### src/rtl/dltq_pkg.sv
// ----------------------------------------------------------------------------
// dltq_pkg
// Shared types, constants and helpers for the delta-list timeout queue.
// ----------------------------------------------------------------------------
package dltq_pkg;

  localparam int unsigned QUEUE_DEPTH = 16;
  localparam int unsigned MAX_RESULTS = 16;

  localparam int unsigned DELTA_W  = 32;
  localparam int unsigned HANDLE_W = 16;
  localparam int unsigned TICK_W   = 24;
  localparam int unsigned ENTRY_W  = DELTA_W + HANDLE_W;

  localparam int unsigned AW = $clog2(QUEUE_DEPTH);
  localparam int unsigned CW = $clog2(QUEUE_DEPTH + 1);
  localparam int unsigned SW = CW + 1;
  localparam int unsigned NW = $clog2(MAX_RESULTS + 1);

  typedef enum logic [1:0] {
    ST_SCHED   = 2'd0,
    ST_FULL    = 2'd1,
    ST_EXPIRED = 2'd2,
    ST_NONE    = 2'd3
  } status_e;

  typedef enum logic {
    REQ_SCHEDULE = 1'b0,
    REQ_ADVANCE  = 1'b1
  } req_e;

  // controller -> datapath
  typedef struct packed {
    logic    accept;
    logic    walk_adv;
    logic    shift_start;
    logic    shift_step;
    logic    insert;
    logic    pop;
    logic    head_wb;
    logic    res_load;
    status_e res_code;
    logic    out_prev;
    logic    out_final;
  } dltq_cmd_t;

  // datapath -> controller
  typedef struct packed {
    logic full;
    logic noop;
    logic walk_cont;
    logic pos_lt_cnt;
    logic shift_last;
    logic pop_ok;
    logic pend;
    logic slot_free;
  } dltq_sts_t;

  // logical list position -> physical slot of the circular store
  function automatic logic [AW-1:0] phys(input logic [AW-1:0] head,
                                         input logic [CW-1:0] lpos);
    logic [SW-1:0] sum;
    sum = SW'(head) + SW'(lpos);
    if (sum >= SW'(QUEUE_DEPTH)) begin
      sum = sum - SW'(QUEUE_DEPTH);
    end
    return sum[AW-1:0];
  endfunction

endpackage

### src/rtl/dltq_ram.sv
// ----------------------------------------------------------------------------
// dltq_ram
// Generic single-write, single-read RAM with registered read data.
// ----------------------------------------------------------------------------
module dltq_ram #(
  parameter int unsigned WIDTH = 8,
  parameter int unsigned DEPTH = 16
) (
  input  logic                     clk_i,
  input  logic                     we_i,
  input  logic [$clog2(DEPTH)-1:0] waddr_i,
  input  logic [WIDTH-1:0]         wdata_i,
  input  logic [$clog2(DEPTH)-1:0] raddr_i,
  output logic [WIDTH-1:0]         rdata_o
);

  logic [WIDTH-1:0] mem [DEPTH];
  logic [WIDTH-1:0] rdata_q;

  always_ff @(posedge clk_i) begin
    if (we_i) begin
      mem[waddr_i] <= wdata_i;
    end
    rdata_q <= mem[raddr_i];
  end

  assign rdata_o = rdata_q;

endmodule

### src/rtl/dltq_ctrl.sv
// ----------------------------------------------------------------------------
// dltq_ctrl
// Sequencer: walk, shift and insert for schedule; pop loop for advance.
// ----------------------------------------------------------------------------
module dltq_ctrl (
  input  logic              clk_i,
  input  logic              rst_ni,
  input  logic              in_valid_i,
  input  logic              in_req_i,
  output logic              in_ready_o,
  input  dltq_pkg::dltq_sts_t sts_i,
  output dltq_pkg::dltq_cmd_t cmd_o
);
  import dltq_pkg::*;

  typedef enum logic [5:0] {
    S_IDLE   = 6'b000001,
    S_WALK   = 6'b000010,
    S_SHIFT  = 6'b000100,
    S_INSERT = 6'b001000,
    S_HEAD   = 6'b010000,
    S_EMIT   = 6'b100000
  } state_e;

  state_e state_q, state_d;

  always_ff @(posedge clk_i or negedge rst_ni) begin
    if (!rst_ni) begin
      state_q <= S_IDLE;
    end else begin
      state_q <= state_d;
    end
  end

  always_comb begin
    state_d      = state_q;
    cmd_o        = '0;
    cmd_o.res_code = ST_SCHED;
    case (state_q)
      S_IDLE: begin
        if (in_valid_i) begin
          cmd_o.accept = 1'b1;
          if (in_req_i == REQ_SCHEDULE) begin
            if (sts_i.full) begin
              cmd_o.res_load = 1'b1;
              cmd_o.res_code = ST_FULL;
              state_d        = S_EMIT;
            end else begin
              state_d = S_WALK;
            end
          end else if (sts_i.noop) begin
            cmd_o.res_load = 1'b1;
            cmd_o.res_code = ST_NONE;
            state_d        = S_EMIT;
          end else begin
            state_d = S_HEAD;
          end
        end
      end
      S_WALK: begin
        if (sts_i.walk_cont) begin
          cmd_o.walk_adv = 1'b1;
        end else if (sts_i.pos_lt_cnt) begin
          cmd_o.shift_start = 1'b1;
          state_d           = S_SHIFT;
        end else begin
          state_d = S_INSERT;
        end
      end
      S_SHIFT: begin
        cmd_o.shift_step = 1'b1;
        if (sts_i.shift_last) begin
          state_d = S_INSERT;
        end
      end
      S_INSERT: begin
        cmd_o.insert   = 1'b1;
        cmd_o.res_load = 1'b1;
        cmd_o.res_code = ST_SCHED;
        state_d        = S_EMIT;
      end
      S_HEAD: begin
        if (sts_i.pop_ok) begin
          // the previous pop goes out first, so it needs a free slot
          if (!sts_i.pend || sts_i.slot_free) begin
            cmd_o.pop      = 1'b1;
            cmd_o.out_prev = sts_i.pend;
          end
        end else begin
          cmd_o.head_wb  = 1'b1;
          cmd_o.res_load = 1'b1;
          cmd_o.res_code = sts_i.pend ? ST_EXPIRED : ST_NONE;
          state_d        = S_EMIT;
        end
      end
      S_EMIT: begin
        if (sts_i.slot_free) begin
          cmd_o.out_final = 1'b1;
          state_d         = S_IDLE;
        end
      end
      default: begin
        state_d = S_IDLE;
      end
    endcase
  end

  assign in_ready_o = (state_q == S_IDLE);

endmodule

### src/rtl/dltq_dp.sv
// ----------------------------------------------------------------------------
// dltq_dp
// Datapath: circular entry store, walk/shift counters, delta arithmetic and
// the output register.
// ----------------------------------------------------------------------------
module dltq_dp (
  input  logic                          clk_i,
  input  logic                          rst_ni,
  input  logic [dltq_pkg::TICK_W-1:0]   in_delay_i,
  input  logic [dltq_pkg::HANDLE_W-1:0] in_handle_i,
  input  logic [dltq_pkg::TICK_W-1:0]   in_elapsed_i,
  input  dltq_pkg::dltq_cmd_t           cmd_i,
  output dltq_pkg::dltq_sts_t           sts_o,
  output logic                          out_valid_o,
  input  logic                          out_ready_i,
  output logic [1:0]                    out_status_o,
  output logic [dltq_pkg::HANDLE_W-1:0] out_handle_o,
  output logic                          out_last_o
);
  import dltq_pkg::*;

  // control registers
  logic [AW-1:0] head_q, head_d;
  logic [CW-1:0] cnt_q, cnt_d;
  logic [CW-1:0] pos_q, pos_d;
  logic [CW-1:0] j_q, j_d;
  logic [NW-1:0] n_q, n_d;
  logic          first_q, first_d;
  logic          pend_q, pend_d;
  logic          ovld_q, ovld_d;

  // payload registers
  logic [TICK_W-1:0]   ticks_q;
  logic [HANDLE_W-1:0] hdl_q;
  logic [TICK_W-1:0]   el_q;
  logic [HANDLE_W-1:0] pend_hdl_q;
  status_e             res_q;
  status_e             ostat_q;
  logic [HANDLE_W-1:0] ohdl_q;
  logic                olast_q;

  // store
  logic               we;
  logic [AW-1:0]      waddr, raddr;
  logic [ENTRY_W-1:0] wdata, rdata;

  logic signed [DELTA_W-1:0] rd_delta;
  logic [HANDLE_W-1:0]       rd_hdl;
  logic signed [DELTA_W:0]   rd_delta_x, ticks_x, sub_x;
  logic signed [DELTA_W-1:0] dn, shift_delta;
  logic                      dn_le0, d_pos, shift_last, slot_free;
  logic [TICK_W-1:0]         clamp;

  assign rd_delta = rdata[ENTRY_W-1:HANDLE_W];
  assign rd_hdl   = rdata[HANDLE_W-1:0];

  assign rd_delta_x = {rd_delta[DELTA_W-1], rd_delta};
  assign ticks_x    = {{(DELTA_W + 1 - TICK_W){1'b0}}, ticks_q};

  // head delta after the elapsed ticks, saturating at the negative end
  assign sub_x = rd_delta_x - {{(DELTA_W + 1 - TICK_W){1'b0}}, el_q};
  always_comb begin
    if (!first_q) begin
      dn = rd_delta;
    end else if (sub_x[DELTA_W] != sub_x[DELTA_W-1]) begin
      dn = {1'b1, {(DELTA_W - 1){1'b0}}};
    end else begin
      dn = sub_x[DELTA_W-1:0];
    end
  end
  assign dn_le0 = dn[DELTA_W-1] || (dn == '0);

  assign d_pos       = !rd_delta[DELTA_W-1] && (rd_delta != '0);
  assign shift_last  = (j_q == CW'(pos_q + 1'b1));
  assign shift_delta = rd_delta - DELTA_W'(ticks_x);
  assign slot_free   = !ovld_q || out_ready_i;

  // non-positive delays become one tick
  assign clamp = (in_delay_i[TICK_W-1] || (in_delay_i == '0)) ? TICK_W'(1) : in_delay_i;

  always_comb begin
    sts_o.full       = (cnt_q == CW'(QUEUE_DEPTH));
    sts_o.noop       = (in_elapsed_i == '0) || (cnt_q == '0);
    sts_o.pos_lt_cnt = (pos_q < cnt_q);
    sts_o.walk_cont  = (pos_q < cnt_q) && (ticks_x > rd_delta_x);
    sts_o.shift_last = shift_last;
    sts_o.pop_ok     = (cnt_q != '0) && dn_le0 && (n_q < NW'(MAX_RESULTS));
    sts_o.pend       = pend_q;
    sts_o.slot_free  = slot_free;
  end

  // read address: next entry the sequencer will look at
  always_comb begin
    raddr = head_q;
    if (cmd_i.walk_adv) begin
      raddr = phys(head_q, CW'(pos_q + 1'b1));
    end else if (cmd_i.shift_start) begin
      raddr = phys(head_q, CW'(cnt_q - 1'b1));
    end else if (cmd_i.shift_step && !shift_last) begin
      raddr = phys(head_q, CW'(j_q - CW'(2)));
    end else if (cmd_i.pop) begin
      raddr = phys(head_q, CW'(1));
    end
  end

  always_comb begin
    we    = 1'b0;
    waddr = head_q;
    wdata = rdata;
    if (cmd_i.shift_step) begin
      we    = 1'b1;
      waddr = phys(head_q, j_q);
      // the entry displaced by the new one gives up the new delay
      wdata = shift_last ? {shift_delta, rd_hdl} : rdata;
    end else if (cmd_i.insert) begin
      we    = 1'b1;
      waddr = phys(head_q, pos_q);
      wdata = {DELTA_W'(ticks_x), hdl_q};
    end else if (cmd_i.head_wb && first_q) begin
      we    = 1'b1;
      waddr = head_q;
      wdata = {dn, rd_hdl};
    end
  end

  dltq_ram #(
    .WIDTH (ENTRY_W),
    .DEPTH (QUEUE_DEPTH)
  ) u_ram (
    .clk_i   (clk_i),
    .we_i    (we),
    .waddr_i (waddr),
    .wdata_i (wdata),
    .raddr_i (raddr),
    .rdata_o (rdata)
  );

  always_comb begin
    head_d  = head_q;
    cnt_d   = cnt_q;
    pos_d   = pos_q;
    j_d     = j_q;
    n_d     = n_q;
    first_d = first_q;
    pend_d  = pend_q;
    ovld_d  = ovld_q;
    if (cmd_i.accept) begin
      pos_d   = '0;
      n_d     = '0;
      first_d = 1'b1;
      pend_d  = 1'b0;
    end
    if (cmd_i.walk_adv) begin
      pos_d = CW'(pos_q + 1'b1);
    end
    if (cmd_i.shift_start) begin
      j_d = cnt_q;
    end
    if (cmd_i.shift_step) begin
      j_d = CW'(j_q - 1'b1);
    end
    if (cmd_i.insert) begin
      cnt_d = CW'(cnt_q + 1'b1);
    end
    if (cmd_i.pop) begin
      head_d  = phys(head_q, CW'(1));
      cnt_d   = CW'(cnt_q - 1'b1);
      n_d     = NW'(n_q + 1'b1);
      first_d = 1'b0;
      pend_d  = 1'b1;
    end
    if (cmd_i.out_prev || cmd_i.out_final) begin
      ovld_d = 1'b1;
    end else if (out_ready_i) begin
      ovld_d = 1'b0;
    end
  end

  always_ff @(posedge clk_i or negedge rst_ni) begin
    if (!rst_ni) begin
      head_q  <= '0;
      cnt_q   <= '0;
      pos_q   <= '0;
      j_q     <= '0;
      n_q     <= '0;
      first_q <= 1'b0;
      pend_q  <= 1'b0;
      ovld_q  <= 1'b0;
    end else begin
      head_q  <= head_d;
      cnt_q   <= cnt_d;
      pos_q   <= pos_d;
      j_q     <= j_d;
      n_q     <= n_d;
      first_q <= first_d;
      pend_q  <= pend_d;
      ovld_q  <= ovld_d;
    end
  end

  always_ff @(posedge clk_i) begin
    if (cmd_i.accept) begin
      ticks_q <= clamp;
      hdl_q   <= in_handle_i;
      el_q    <= in_elapsed_i;
    end
    if (cmd_i.walk_adv && d_pos) begin
      // delta is below ticks here, so it fits the tick width
      ticks_q <= ticks_q - rd_delta[TICK_W-1:0];
    end
    if (cmd_i.pop) begin
      pend_hdl_q <= rd_hdl;
    end
    if (cmd_i.res_load) begin
      res_q <= cmd_i.res_code;
    end
    if (cmd_i.out_prev) begin
      ostat_q <= ST_EXPIRED;
      ohdl_q  <= pend_hdl_q;
      olast_q <= 1'b0;
    end else if (cmd_i.out_final) begin
      ostat_q <= res_q;
      ohdl_q  <= (res_q == ST_EXPIRED) ? pend_hdl_q : '0;
      olast_q <= 1'b1;
    end
  end

  assign out_valid_o  = ovld_q;
  assign out_status_o = ostat_q;
  assign out_handle_o = ohdl_q;
  assign out_last_o   = olast_q;

endmodule

### src/rtl/delta_list_timeout_queue.sv
// ----------------------------------------------------------------------------
// delta_list_timeout_queue
// Timer queue kept as a delta list of relative delays and callback handles.
// ----------------------------------------------------------------------------
// Usage: requests enter on s_axis one at a time; tuser selects a schedule (0)
//   or an advance of time (1). A schedule stores a handle at its sorted place
//   and answers with one response (scheduled or queue full). An advance
//   subtracts the elapsed ticks from the head, then pops every head entry that
//   is due, up to 16 per request, one expired response each; the last carries
//   tlast. With nothing due, one 'none expired' response.
// Steps (no stalls):
//   Schedule walks the list one entry at a time, moves the entries behind
//   its place down in the store, then inserts and responds. A schedule into a
//   full queue, or an advance on an empty queue or by zero ticks, responds
//   without touching the store. Any other advance pops the due entries one at
//   a time, then responds. One read and one write port on the entry store set one list step per cycle.
// Reset: the queue comes up empty; stored deltas and handles are not cleared.
// Backpressure: responses sit in an output register; a stalled m_axis side
//   holds the sequencer only when a further response must be written. A new
//   request is taken as soon as the last response is in that register.
// ----------------------------------------------------------------------------
module delta_list_timeout_queue (
  input  logic        clk_i,
  input  logic        rst_ni,
  input  logic        s_axis_tvalid_i,
  output logic        s_axis_tready_o,
  // [23:0] delay_ticks, [39:24] callback_handle, [63:40] elapsed_ticks
  input  logic [63:0] s_axis_tdata_i,
  // [0] req_type
  input  logic        s_axis_tuser_i,
  output logic        m_axis_tvalid_o,
  input  logic        m_axis_tready_i,
  // [15:0] expired_handle
  output logic [15:0] m_axis_tdata_o,
  // [1:0] status
  output logic [1:0]  m_axis_tuser_o,
  output logic        m_axis_tlast_o
);
  import dltq_pkg::*;

  dltq_cmd_t cmd;
  dltq_sts_t sts;

  // sequencer: owns the request handshake and all decisions
  dltq_ctrl u_ctrl (
    .clk_i      (clk_i),
    .rst_ni     (rst_ni),
    .in_valid_i (s_axis_tvalid_i),
    .in_req_i   (s_axis_tuser_i),
    .in_ready_o (s_axis_tready_o),
    .sts_i      (sts),
    .cmd_o      (cmd)
  );

  // datapath: store, counters, arithmetic and response register
  dltq_dp u_dp (
    .clk_i        (clk_i),
    .rst_ni       (rst_ni),
    .in_delay_i   (s_axis_tdata_i[23:0]),
    .in_handle_i  (s_axis_tdata_i[39:24]),
    .in_elapsed_i (s_axis_tdata_i[63:40]),
    .cmd_i        (cmd),
    .sts_o        (sts),
    .out_valid_o  (m_axis_tvalid_o),
    .out_ready_i  (m_axis_tready_i),
    .out_status_o (m_axis_tuser_o),
    .out_handle_o (m_axis_tdata_o),
    .out_last_o   (m_axis_tlast_o)
  );

endmodule
### config.mk
export PLATFORM = sky130hd
export DESIGN_NAME = delta_list_timeout_queue
export DESIGN_NICKNAME = d
export VERILOG_FILES = /design/src/rtl/dltq_pkg.sv /design/src/rtl/dltq_ram.sv /design/src/rtl/dltq_ctrl.sv /design/src/rtl/dltq_dp.sv /design/src/rtl/delta_list_timeout_queue.sv
export SDC_FILE = /design/constraint.sdc
export NUM_CORES = 1
export LEC_CHECK = 0
export BUFFER_PORTS_ARGS = -buffer_cell sky130_fd_sc_hd__buf_2
export CORE_UTILIZATION = 43
export DETAILED_ROUTE_END_ITERATION = 12
export PLACE_DENSITY = 0.57
export SLEW_MARGIN = 15
export SYNTH_ARGS = -nofsm -noshare
export SYNTH_HDL_FRONTEND = slang
export SYNTH_SLANG_ARGS = --single-unit
### constraint.sdc
create_clock -name clk_i -period 10 [get_ports clk_i]
set_clock_uncertainty 0.1 [all_clocks]
set_input_delay 1 -clock clk_i [delete_from_list [all_inputs] [get_ports clk_i]]
set_output_delay 1 -clock clk_i [all_outputs]
set_load 0.01 [all_outputs]
==> results.md, run 1 <==
- Run status: finished with violations
- Violated checks: max-slew violations
- Synth area leaders: edfxtp_1, mux2i_1, a221oi_1, a211oi_1, and3_1
- Global route overflow: 0
- Largest fanout on the critical path: 27
- Gate Count Post-Synth: approximately 3300
- Type of the worst setup path: reg -> reg
- Final hold vios: 0
- Final setup violation count: 0
- Flop pwr share: roughly 33%
- Critical path endpoint category: register
- Resized Gates After CTS: 0
- Number of global-route vias before repair: around 29000
- H-tree levels: 3
- Worst R2R End: u_dp.u_ram.rdata_o[27]
- Global-route wire length before repair: 190000 microns
- Fmax achieved: about 110 MHz
- Iter 0 DRT Violations: between 2000 and 3000
- Sinks on the clock net: between 900 and 1000
- Commonest non-fill, non-tap cell in the layout: edfxtp_1
- CTS root buffer: clkbuf_16
- Synth area leader: edfxtp_1
- Commonest cells after routing, fill and taps aside: edfxtp_1, mux2i_1, a211oi_1
- GPL Wtd Cong: around 0.93
- Critical path depth: 23
- Synth Area in Compound Gates: around 14%
- Worst Max-Slew Pin Slew: about 1.6 ns
- Syn Std Cell Area: between 40000 and 50000 sq um
- Mapped Avg Cell Area: ~13 sq um
- Reg2reg setup slack: 1.22 ns
- Worst reg2reg path depth: 23
- Synth Area in XOR/XNOR: around 1.7%
- CTS Buf Count: 103
- Worst VDD drop: roughly 0.40 mV
- FFs w/ async S/R, synth: between 3 and 4%
- Ys flop type: edfxtp_1
- Yosys warns: 0
- Antenna violations before repair: 3
- Mux cell area share after synthesis: roughly 4.8%
- Slowest CP cell: nand2_2
- Clk buf depth: 3
- CP startpoint: u_dp.u_ram.rdata_o[20]
- Main combinational cell family by area after synthesis: compound AO/OA/AOI/OAI gates
- Rel. slew slack: -6.24%
- Cell chain of the critical path: ha_1 > a21oi_1 > nand2_1 > o211a_1 > or3_1 > a31o_2 > a211oi_1 > xnor2_1 > ha_1 > nand2_1 > nand2_1 > nor3b_1 > a2111oi_0 > nand4bb_1 > a2111oi_0 > and4_1 > a21boi_4 > or3_1 > a311oi_1 > nand2_2 > buf_4 > a211oi_1 > or4_1
- Via density: between 6 and 7
- Drt pass-1 iters: 8
- CTS clk-pin slew, worst paths: around 0.060 ns
- Final nets: ~3500
- Required time of the critical path: 10.40 ns
- Worst hold path class: reg -> reg
- Minimum hold slack: between 0.3 and 0.4 ns
- Crit-path leading delay family: simple AND/OR/NAND/NOR gates
- Max cap viols: 0
- Dpl hpwl: around 75000 microns
- Die H: roughly 320 microns
- RR Startpoint: u_dp.u_ram.rdata_o[20]
- Top cell type's share of synthesized area: between 50% and 60%
- WL per Instance: about 27 microns
- Pint: 9890 uW
- Clock share of power: between 20% and 30%
- Initial core utilization: between 40% and 50%
- Startpoint Class: register
- Fin crit share: 87.8%
- Area Growth Syn to Fin: 13.0%
- FP Rows: between 100 and 150
- Adder-Cell Fraction of Synth Area: 3.19%
- Sw power: roughly 6700 uW
- Skew-Pair Late Insertion Delay: about 0.69 ns
- Routed Antenna Nets: 0
- Total Wirelength: around 130000 microns
- Share of cells above drive strength 1: 12.2%
- Via count: between 20000 and 30000
- Util after Layout: approximately half
- Register area share after synthesis: between 60% and 70%
- Logic pwr share: between 40% and 50%
- Post-route setup TNS: 0 ns
- Number of library cell types mapped by synthesis: 87
- Io pins: 90
- Switching share of power: around two fifths
- Worst path most repeated cell: nand2_1
- Placed cell area: about 46000 sq um
- Cts hold-fix bufs: 0
- Post-CTS Setup Bufs: 0
- Crit-path max cell delay: between 0.7 and 0.8 ns
- Total GRT Usage: around 25%
- RSZ-0062 raised after global routing: no
- Area of the core: between 100000 and 150000 sq um
- Leak Pwr: ~0.017 uW
- PwrDens: about 340 nW/um^2
- Largest net degree at the start of global routing: approximately 190
- Die area: between 100000 and 150000 sq um
- Final Cell Area: between 40000 and 50000 sq um
- Post-synthesis simple-gate area fraction: just over 9%
- # port buffers: between 80 and 90
- Flops & latches, synth: 950
- CTS tree: built
- Post-synth EDFFs: 866
- CP endpoint: u_dp.u_ram.rdata_o[27]
- Die width: 320 microns
- Buffers & Inverters on Critical Path: 1
- Slew Viols, Final: 71
- Minimum clock period: a little under 9 ns
- Crit path DAT: about 9.2 ns
- Post-Syn Nets: approximately 3400
- Worst hold stages: 0
- Remaining DRCs: 0
[cells by family after synthesis]
kind of cell | after synthesis
flops | 950
compound gates | 809
simple gates | 745
buf+inv | 354
mux | 207
fa+ha+maj | 106
xor+xnor | 83
[final cells by class]
| cell class | count | area [sq um] |
|---|---|---|
| sequential | 950 | 27900 |
| fill | 8612 | 51100 |
| multi-input combinational | 1950 | 14400 |
| timing repair buffer | 179 | 1270 |
| antenna | 1 | 2.50 |
| clock buffer | 139 | 2880 |
| clock inverter | 56 | 621 |
| tap | 1298 | 1620 |
| inverter | 116 | 435 |
[per-stage QoR]
step	instances	total power, uW	setup WS [ns]
floorplan	3254	10300	2.37
global placement	4491	12600	1.53
detailed placement	4491	12700	1.25
CTS	4686	16600	1.24
global route	4688	17400	0.557
finish	4689	16600	1.22
[routing by layer]
layer,global-route usage [%],up-vias,part of all wire (%)
met5,0,-,0.0054
met4,8.95,2,3.5
li1,-,13000,-
met3,3.56,246,5.7
met2,39.6,1032,47
met1,34.7,14800,44
[synth_stat cells (52+ instances only)]
| cell type | n |
|---|---|
| a211oi_1 | 201 |
| a21oi_1 | 94 |
| a221oi_1 | 196 |
| and3_1 | 197 |
| clkbuf_1 | 166 |
| edfxtp_1 | 866 |
| ha_1 | 98 |
| inv_1 | 116 |
| mux2i_1 | 206 |
| nand2_1 | 173 |
| nand3_1 | 58 |
| nor2_1 | 93 |
| o21ai_0 | 120 |
| or4_1 | 52 |
| xnor2_1 | 52 |
[power by group through the flow]
| stage | logic [uW] | clock network [uW] | registers [uW] |
|---|---|---|---|
| final | 7200 | 3880 | 5550 |
| after global routing | 7770 | 4080 | 5570 |
| after CTS | 7130 | 3950 | 5540 |
| after detailed placement | 7100 | 0 | 5620 |
| after global placement | 7010 | 0 | 5610 |
| after floorplan | 4810 | 0 | 5500 |
[registers in the layout, indices dropped and copies added (netlist names)]
name / cells
u_ctrl.state_q: 6
u_dp.hdl_q: 16
u_dp.pend_hdl_q: 16
u_dp.res_q: 2
u_dp.ticks_q: 24
u_dp.cnt_q: 5
u_dp.first_q: 1
u_dp.out_last_o: 1
u_dp.j_q: 5
u_dp.pend_q: 1
u_dp.pos_q: 5
u_dp.out_status_o: 2
u_dp.out_valid_o: 1
u_dp.head_q: 4
u_dp.u_ram.mem: 768
u_dp.n_q: 5
u_dp.el_q: 24
u_dp.out_handle_o: 16
u_dp.u_ram.rdata_o: 48
[worst min-delay path by stage]
stage / start / end / slack [ns]
after floorplan: u_dp.u_ram.rdata_o[0] / u_dp.pend_hdl_q[0] / 0.31
after global placement: u_dp.u_ram.rdata_o[8] / u_dp.pend_hdl_q[8] / 0.32
after detailed placement: u_dp.u_ram.rdata_o[8] / u_dp.pend_hdl_q[8] / 0.32
after CTS: rst_ni / u_dp.pos_q[1] / 0.32
after global routing: s_axis_tdata_i[29] / u_dp.hdl_q[5] / 0.34
final: u_dp.u_ram.rdata_o[3] / u_dp.pend_hdl_q[3] / 0.33
[worst reg2reg max path: stages, from the launching register on]
cell and delay, ns:
dfxtp_1 0.43, ha_1 0.35, a21oi_1 0.40, nand2_1 0.13
o211a_1 0.27, or3_1 0.42, a31o_2 0.27, a211oi_1 0.30
xnor2_1 0.11, ha_1 0.39, nand2_1 0.20, nand2_1 0.52
nor3b_1 0.17, a2111oi_0 0.42, nand4bb_1 0.14, a2111oi_0 0.47
and4_1 0.47, a21boi_4 0.21, or3_1 0.40, a311oi_1 0.49
nand2_2 0.74, buf_4 0.51, a211oi_1 0.26, or4_1 0.44
No activity file was read; power rests on OpenSTA's default activity.
==> run 2, diff against run 1 <==
- ABC_AREA: unset -> 1
==> results.md, run 2 <==
- Run status: complete, no violations
- Crit-path max cell delay: 0.91 ns (+0.17 ns)
- Final hold vios: 0 (unchanged)
- Initial core utilization: 43.4% (+0.067 points)
- Fillers: 10100 (+17%)
- Drt pass-1 iters: 6 (-2)
- Logic pwr share: 49.1% (+5.8 points)
- Share of cells above drive strength 1: 7.65% (-4.6 points)
- Number of flip-flops under the largest register name: 768 (unchanged)
- Via density: 5.42 (-13%)
- Buffers & Inverters on Critical Path: 6 (+5)
- Yosys warns: 0 (unchanged)
- Largest net degree at the start of global routing: 187 (+1.1%)
- Minimum clock period: 7.89 ns (-0.899 ns)
- # diodes: 0 (-1)
- Worst path most repeated cell: nand2_1
- Dpl hpwl: 81800 microns (+9.1%)
- Main combinational cell family by area after synthesis: simple AND/OR/NAND/NOR gates
- Type of the worst setup path: reg -> reg
- CTS tree: built
- Switching share of power: 45.7% (+5.2 points)
- FP Rows: 120 (+3.4%)
- Fin crit share: 78.9% (-9.0 points)
- RSZ-0062 raised after global routing: no
- Commonest cells after routing, fill and taps aside: nand2_1, nand3_1, edfxtp_1
- Max cap viols: 0 (unchanged)
- Ys flop type: edfxtp_1
- CTS clk-pin slew, worst paths: 0.06 ns (about the same)
- Post-route setup TNS: 0 ns (unchanged)
- Clk buf depth: 3 (unchanged)
- Final nets: 5084 (+46%)
- Reg area: 27900 sq um (unchanged)
- Die H: 331 microns (+3.5%)
- Register area share after synthesis: 59.8% (-4.3 points)
- Pint: 9890 uW (about the same)
- Clock share of power: 19.9% (-3.4 points)
- Grt met2 use: 40.4% (+0.74 points)
- Die area: 110000 sq um (+7.2%)
- WL per Instance: 21.5 microns (-22%)
- Iter 0 DRT Violations: 3036 (+14%)
- Number of global-route vias before repair: 32700 (+13%)
- Resized Gates After CTS: 0 (unchanged)
- Crit-path leading delay family: simple AND/OR/NAND/NOR gates
- Routed Antenna Nets: 0 (unchanged)
- Flop pwr share: 31.0% (-2.4 points)
- FFs w/ async S/R, synth: 3.47% (unchanged)
- Global route overflow: 0 (unchanged)
- Mux cell area share after synthesis: 0% (-4.8 points)
- Final worst setup slack: 2.11 ns (+0.899 ns)
- Fmax achieved: 127 MHz (+11%)
- Final setup violation count: 0 (unchanged)
- Syn Std Cell Area: 46600 sq um (+7.2%)
- Top cell type's share of synthesized area: 55.8% (-4.0 points)
- Via count: 34600 (+19%)
- Synth area leader: edfxtp_1
- Most Used Layer, Global Route: met2
- Number of library cell types mapped by synthesis: 60 (-31%)
- CTS Buf Count: 99 (-3.9%)
- Adder-Cell Fraction of Synth Area: 2.98% (-0.21 points)
- Post-synth EDFFs: 866 (unchanged)
- Remaining DRCs: 0 (unchanged)
- Commonest non-fill, non-tap cell in the layout: nand2_1
- Largest fanout on the critical path: 127 (+370%)
- PwrDens: 353 nW/um^2 (+4.1%)
- Skew-Pair Late Insertion Delay: 0.70 ns (about the same)
- H-tree levels: 3 (unchanged)
- Antenna violations before repair: 2 (-1)
- Flops & latches, synth: 950 (unchanged)
- Cts hold-fix bufs: 0 (unchanged)
- Io pins: 90 (unchanged)
- Mapped Avg Cell Area: 9.52 sq um (-29%)
- Area Growth Syn to Fin: 10.9%
- Die width: 331 microns (+3.5%)
- Dpl ws: 2.21 ns (+0.956 ns)
- Top cells by count, synth: nand2_1, nand3_1, edfxtp_1
- Sw power: 8320 uW (+24%)
- Post-Syn Nets: 5065 (+48%)
- Leak Pwr: 0.0219 uW (+27%)
- Synth Area in Compound Gates: 4.48% (-9.2 points)
- Startpoint Class: register
- GPL Wtd Cong: 0.924 (-0.30%)
- Worst Max-Slew Pin Slew: 1.04 ns (-0.553 ns)
- Area occupied by multi-input gates: 15000 sq um (+4.3%)
- Synth area leaders: edfxtp_1, nand3_1, nand2_1, inv_1, ha_1
- Biggest register: u_dp.u_ram.mem
- Total GRT Usage: 25.0% (+0.15 points)
- Post-CTS Setup Bufs: 0 (unchanged)
- Worst VDD drop: 0.355 mV (-10%)
- Slew Viols, Final: 0 (-100%)
- Critical path endpoint category: register
- Required time of the critical path: 10.52 ns (+0.12 ns)
- Sinks on the clock net: 950 (unchanged)
- GR Util met3: 2.84% (-0.72 points)
- Met1 Use GR: 35.4% (+0.78 points)
- Post-synthesis simple-gate area fraction: 23.1% (+14 points)
- Worst hold path class: in -> async
- Gate Count Post-Synth: 4890 (+50%)
- Area of the core: 107000 sq um (+7.0%)
- Slowest CP cell: nand2_8
- Top-count cell post-synth: nand2_1
- # port buffers: 89 (unchanged)
- Rel. slew slack: 30.4% (+37 points)
- Total Wirelength: 138000 microns (+6.9%)
- Synth Area in XOR/XNOR: 1.24% (-0.45 points)
- Global-route wire length before repair: 207000 microns (+8.7%)
- CTS root buffer: clkbuf_16
- Crit path DAT: 8.40 ns (-0.78 ns)
-- run 2: changes by cell type after synthesis, moves of 52 or more --
cell	change
nand2_1	+1027
nand3_1	+926
inv_1	+573
mux2i_1	-206
a211oi_1	-197
and3_1	-197
a221oi_1	-193
clkbuf_1	-110
buf_2	+106
nor2_1	+85
or4_1	-52
-- run 2: cell type report --
class | count | share of cell area [%]
Sequential cell | 950 | 53.9
Multi-Input combinational cell | 2986 | 29.1
Clock buffer | 136 | 5.34
Inverter | 698 | 5.07
Tap cell | 1403 | 3.40
Timing Repair Buffer | 174 | 2.33
Clock inverter | 47 | 0.838
-- run 2: power by group through the flow --
stage	Clock [uW]	Sequential [uW]	Combinational, uW
global route	3820	5670	9890
CTS	3690	5630	8910
detailed placement	0	5710	8870
global placement	0	5710	8860
floorplan	0	5580	6240
finish	3630	5640	8950
-- run 2: kinds of logic (layout without fill, tap and decap cells) --
kind of cell	after synthesis	count (layout)
AND/OR/NAND/NOR	2459	2459
buffers and inverters	954	1055
flip-flops	950	950
AO/OA/AOI/OAI	355	355
adder cells (fa/ha/maj)	106	106
XOR/XNOR	66	66
-- run 2: per-stage QoR --
stage	area, sq um	hold WS [ns]	total power (uW)	util, %	instances
finish	51600	0.314	18200	48.2	6394
global route	51600	0.335	19400	48.2	6394
CTS	51600	0.315	18200	48.1	6393
detailed placement	48400	0.318	14600	45.2	6210
global placement	48400	0.314	14600	45.2	6210
floorplan	46600	0.309	11800	-	4890
-- run 2: final timing paths --
kind	startpoint	end	slack [ns]	depth (start not counted)
min reg2reg	u_dp.u_ram.rdata_o[14]	u_dp.pend_hdl_q[14]	0.33	0
min	rst_ni	u_dp.pos_q[0]	0.31	1
max	u_dp.u_ram.rdata_o[17]	u_dp.u_ram.rdata_o[24]	2.11	41
max reg2reg	u_dp.u_ram.rdata_o[17]	u_dp.u_ram.rdata_o[24]	2.11	41
min in group clk_i	u_dp.u_ram.rdata_o[14]	u_dp.pend_hdl_q[14]	0.33	0
max in group asynchronous	rst_ni	u_ctrl.state_q[5]	8.94	1
-- run 2: metal layers --
| metal | vias up | share of wire [%] | routed length, microns |
|---|---|---|---|
| met4 | 0 | 2.7 | 3700 |
| met5 | - | 0 | 0 |
| met3 | 230 | 5.6 | 7760 |
| met2 | 1164 | 47 | 64400 |
| li1 | 16500 | - | - |
| met1 | 16800 | 45 | 61800 |
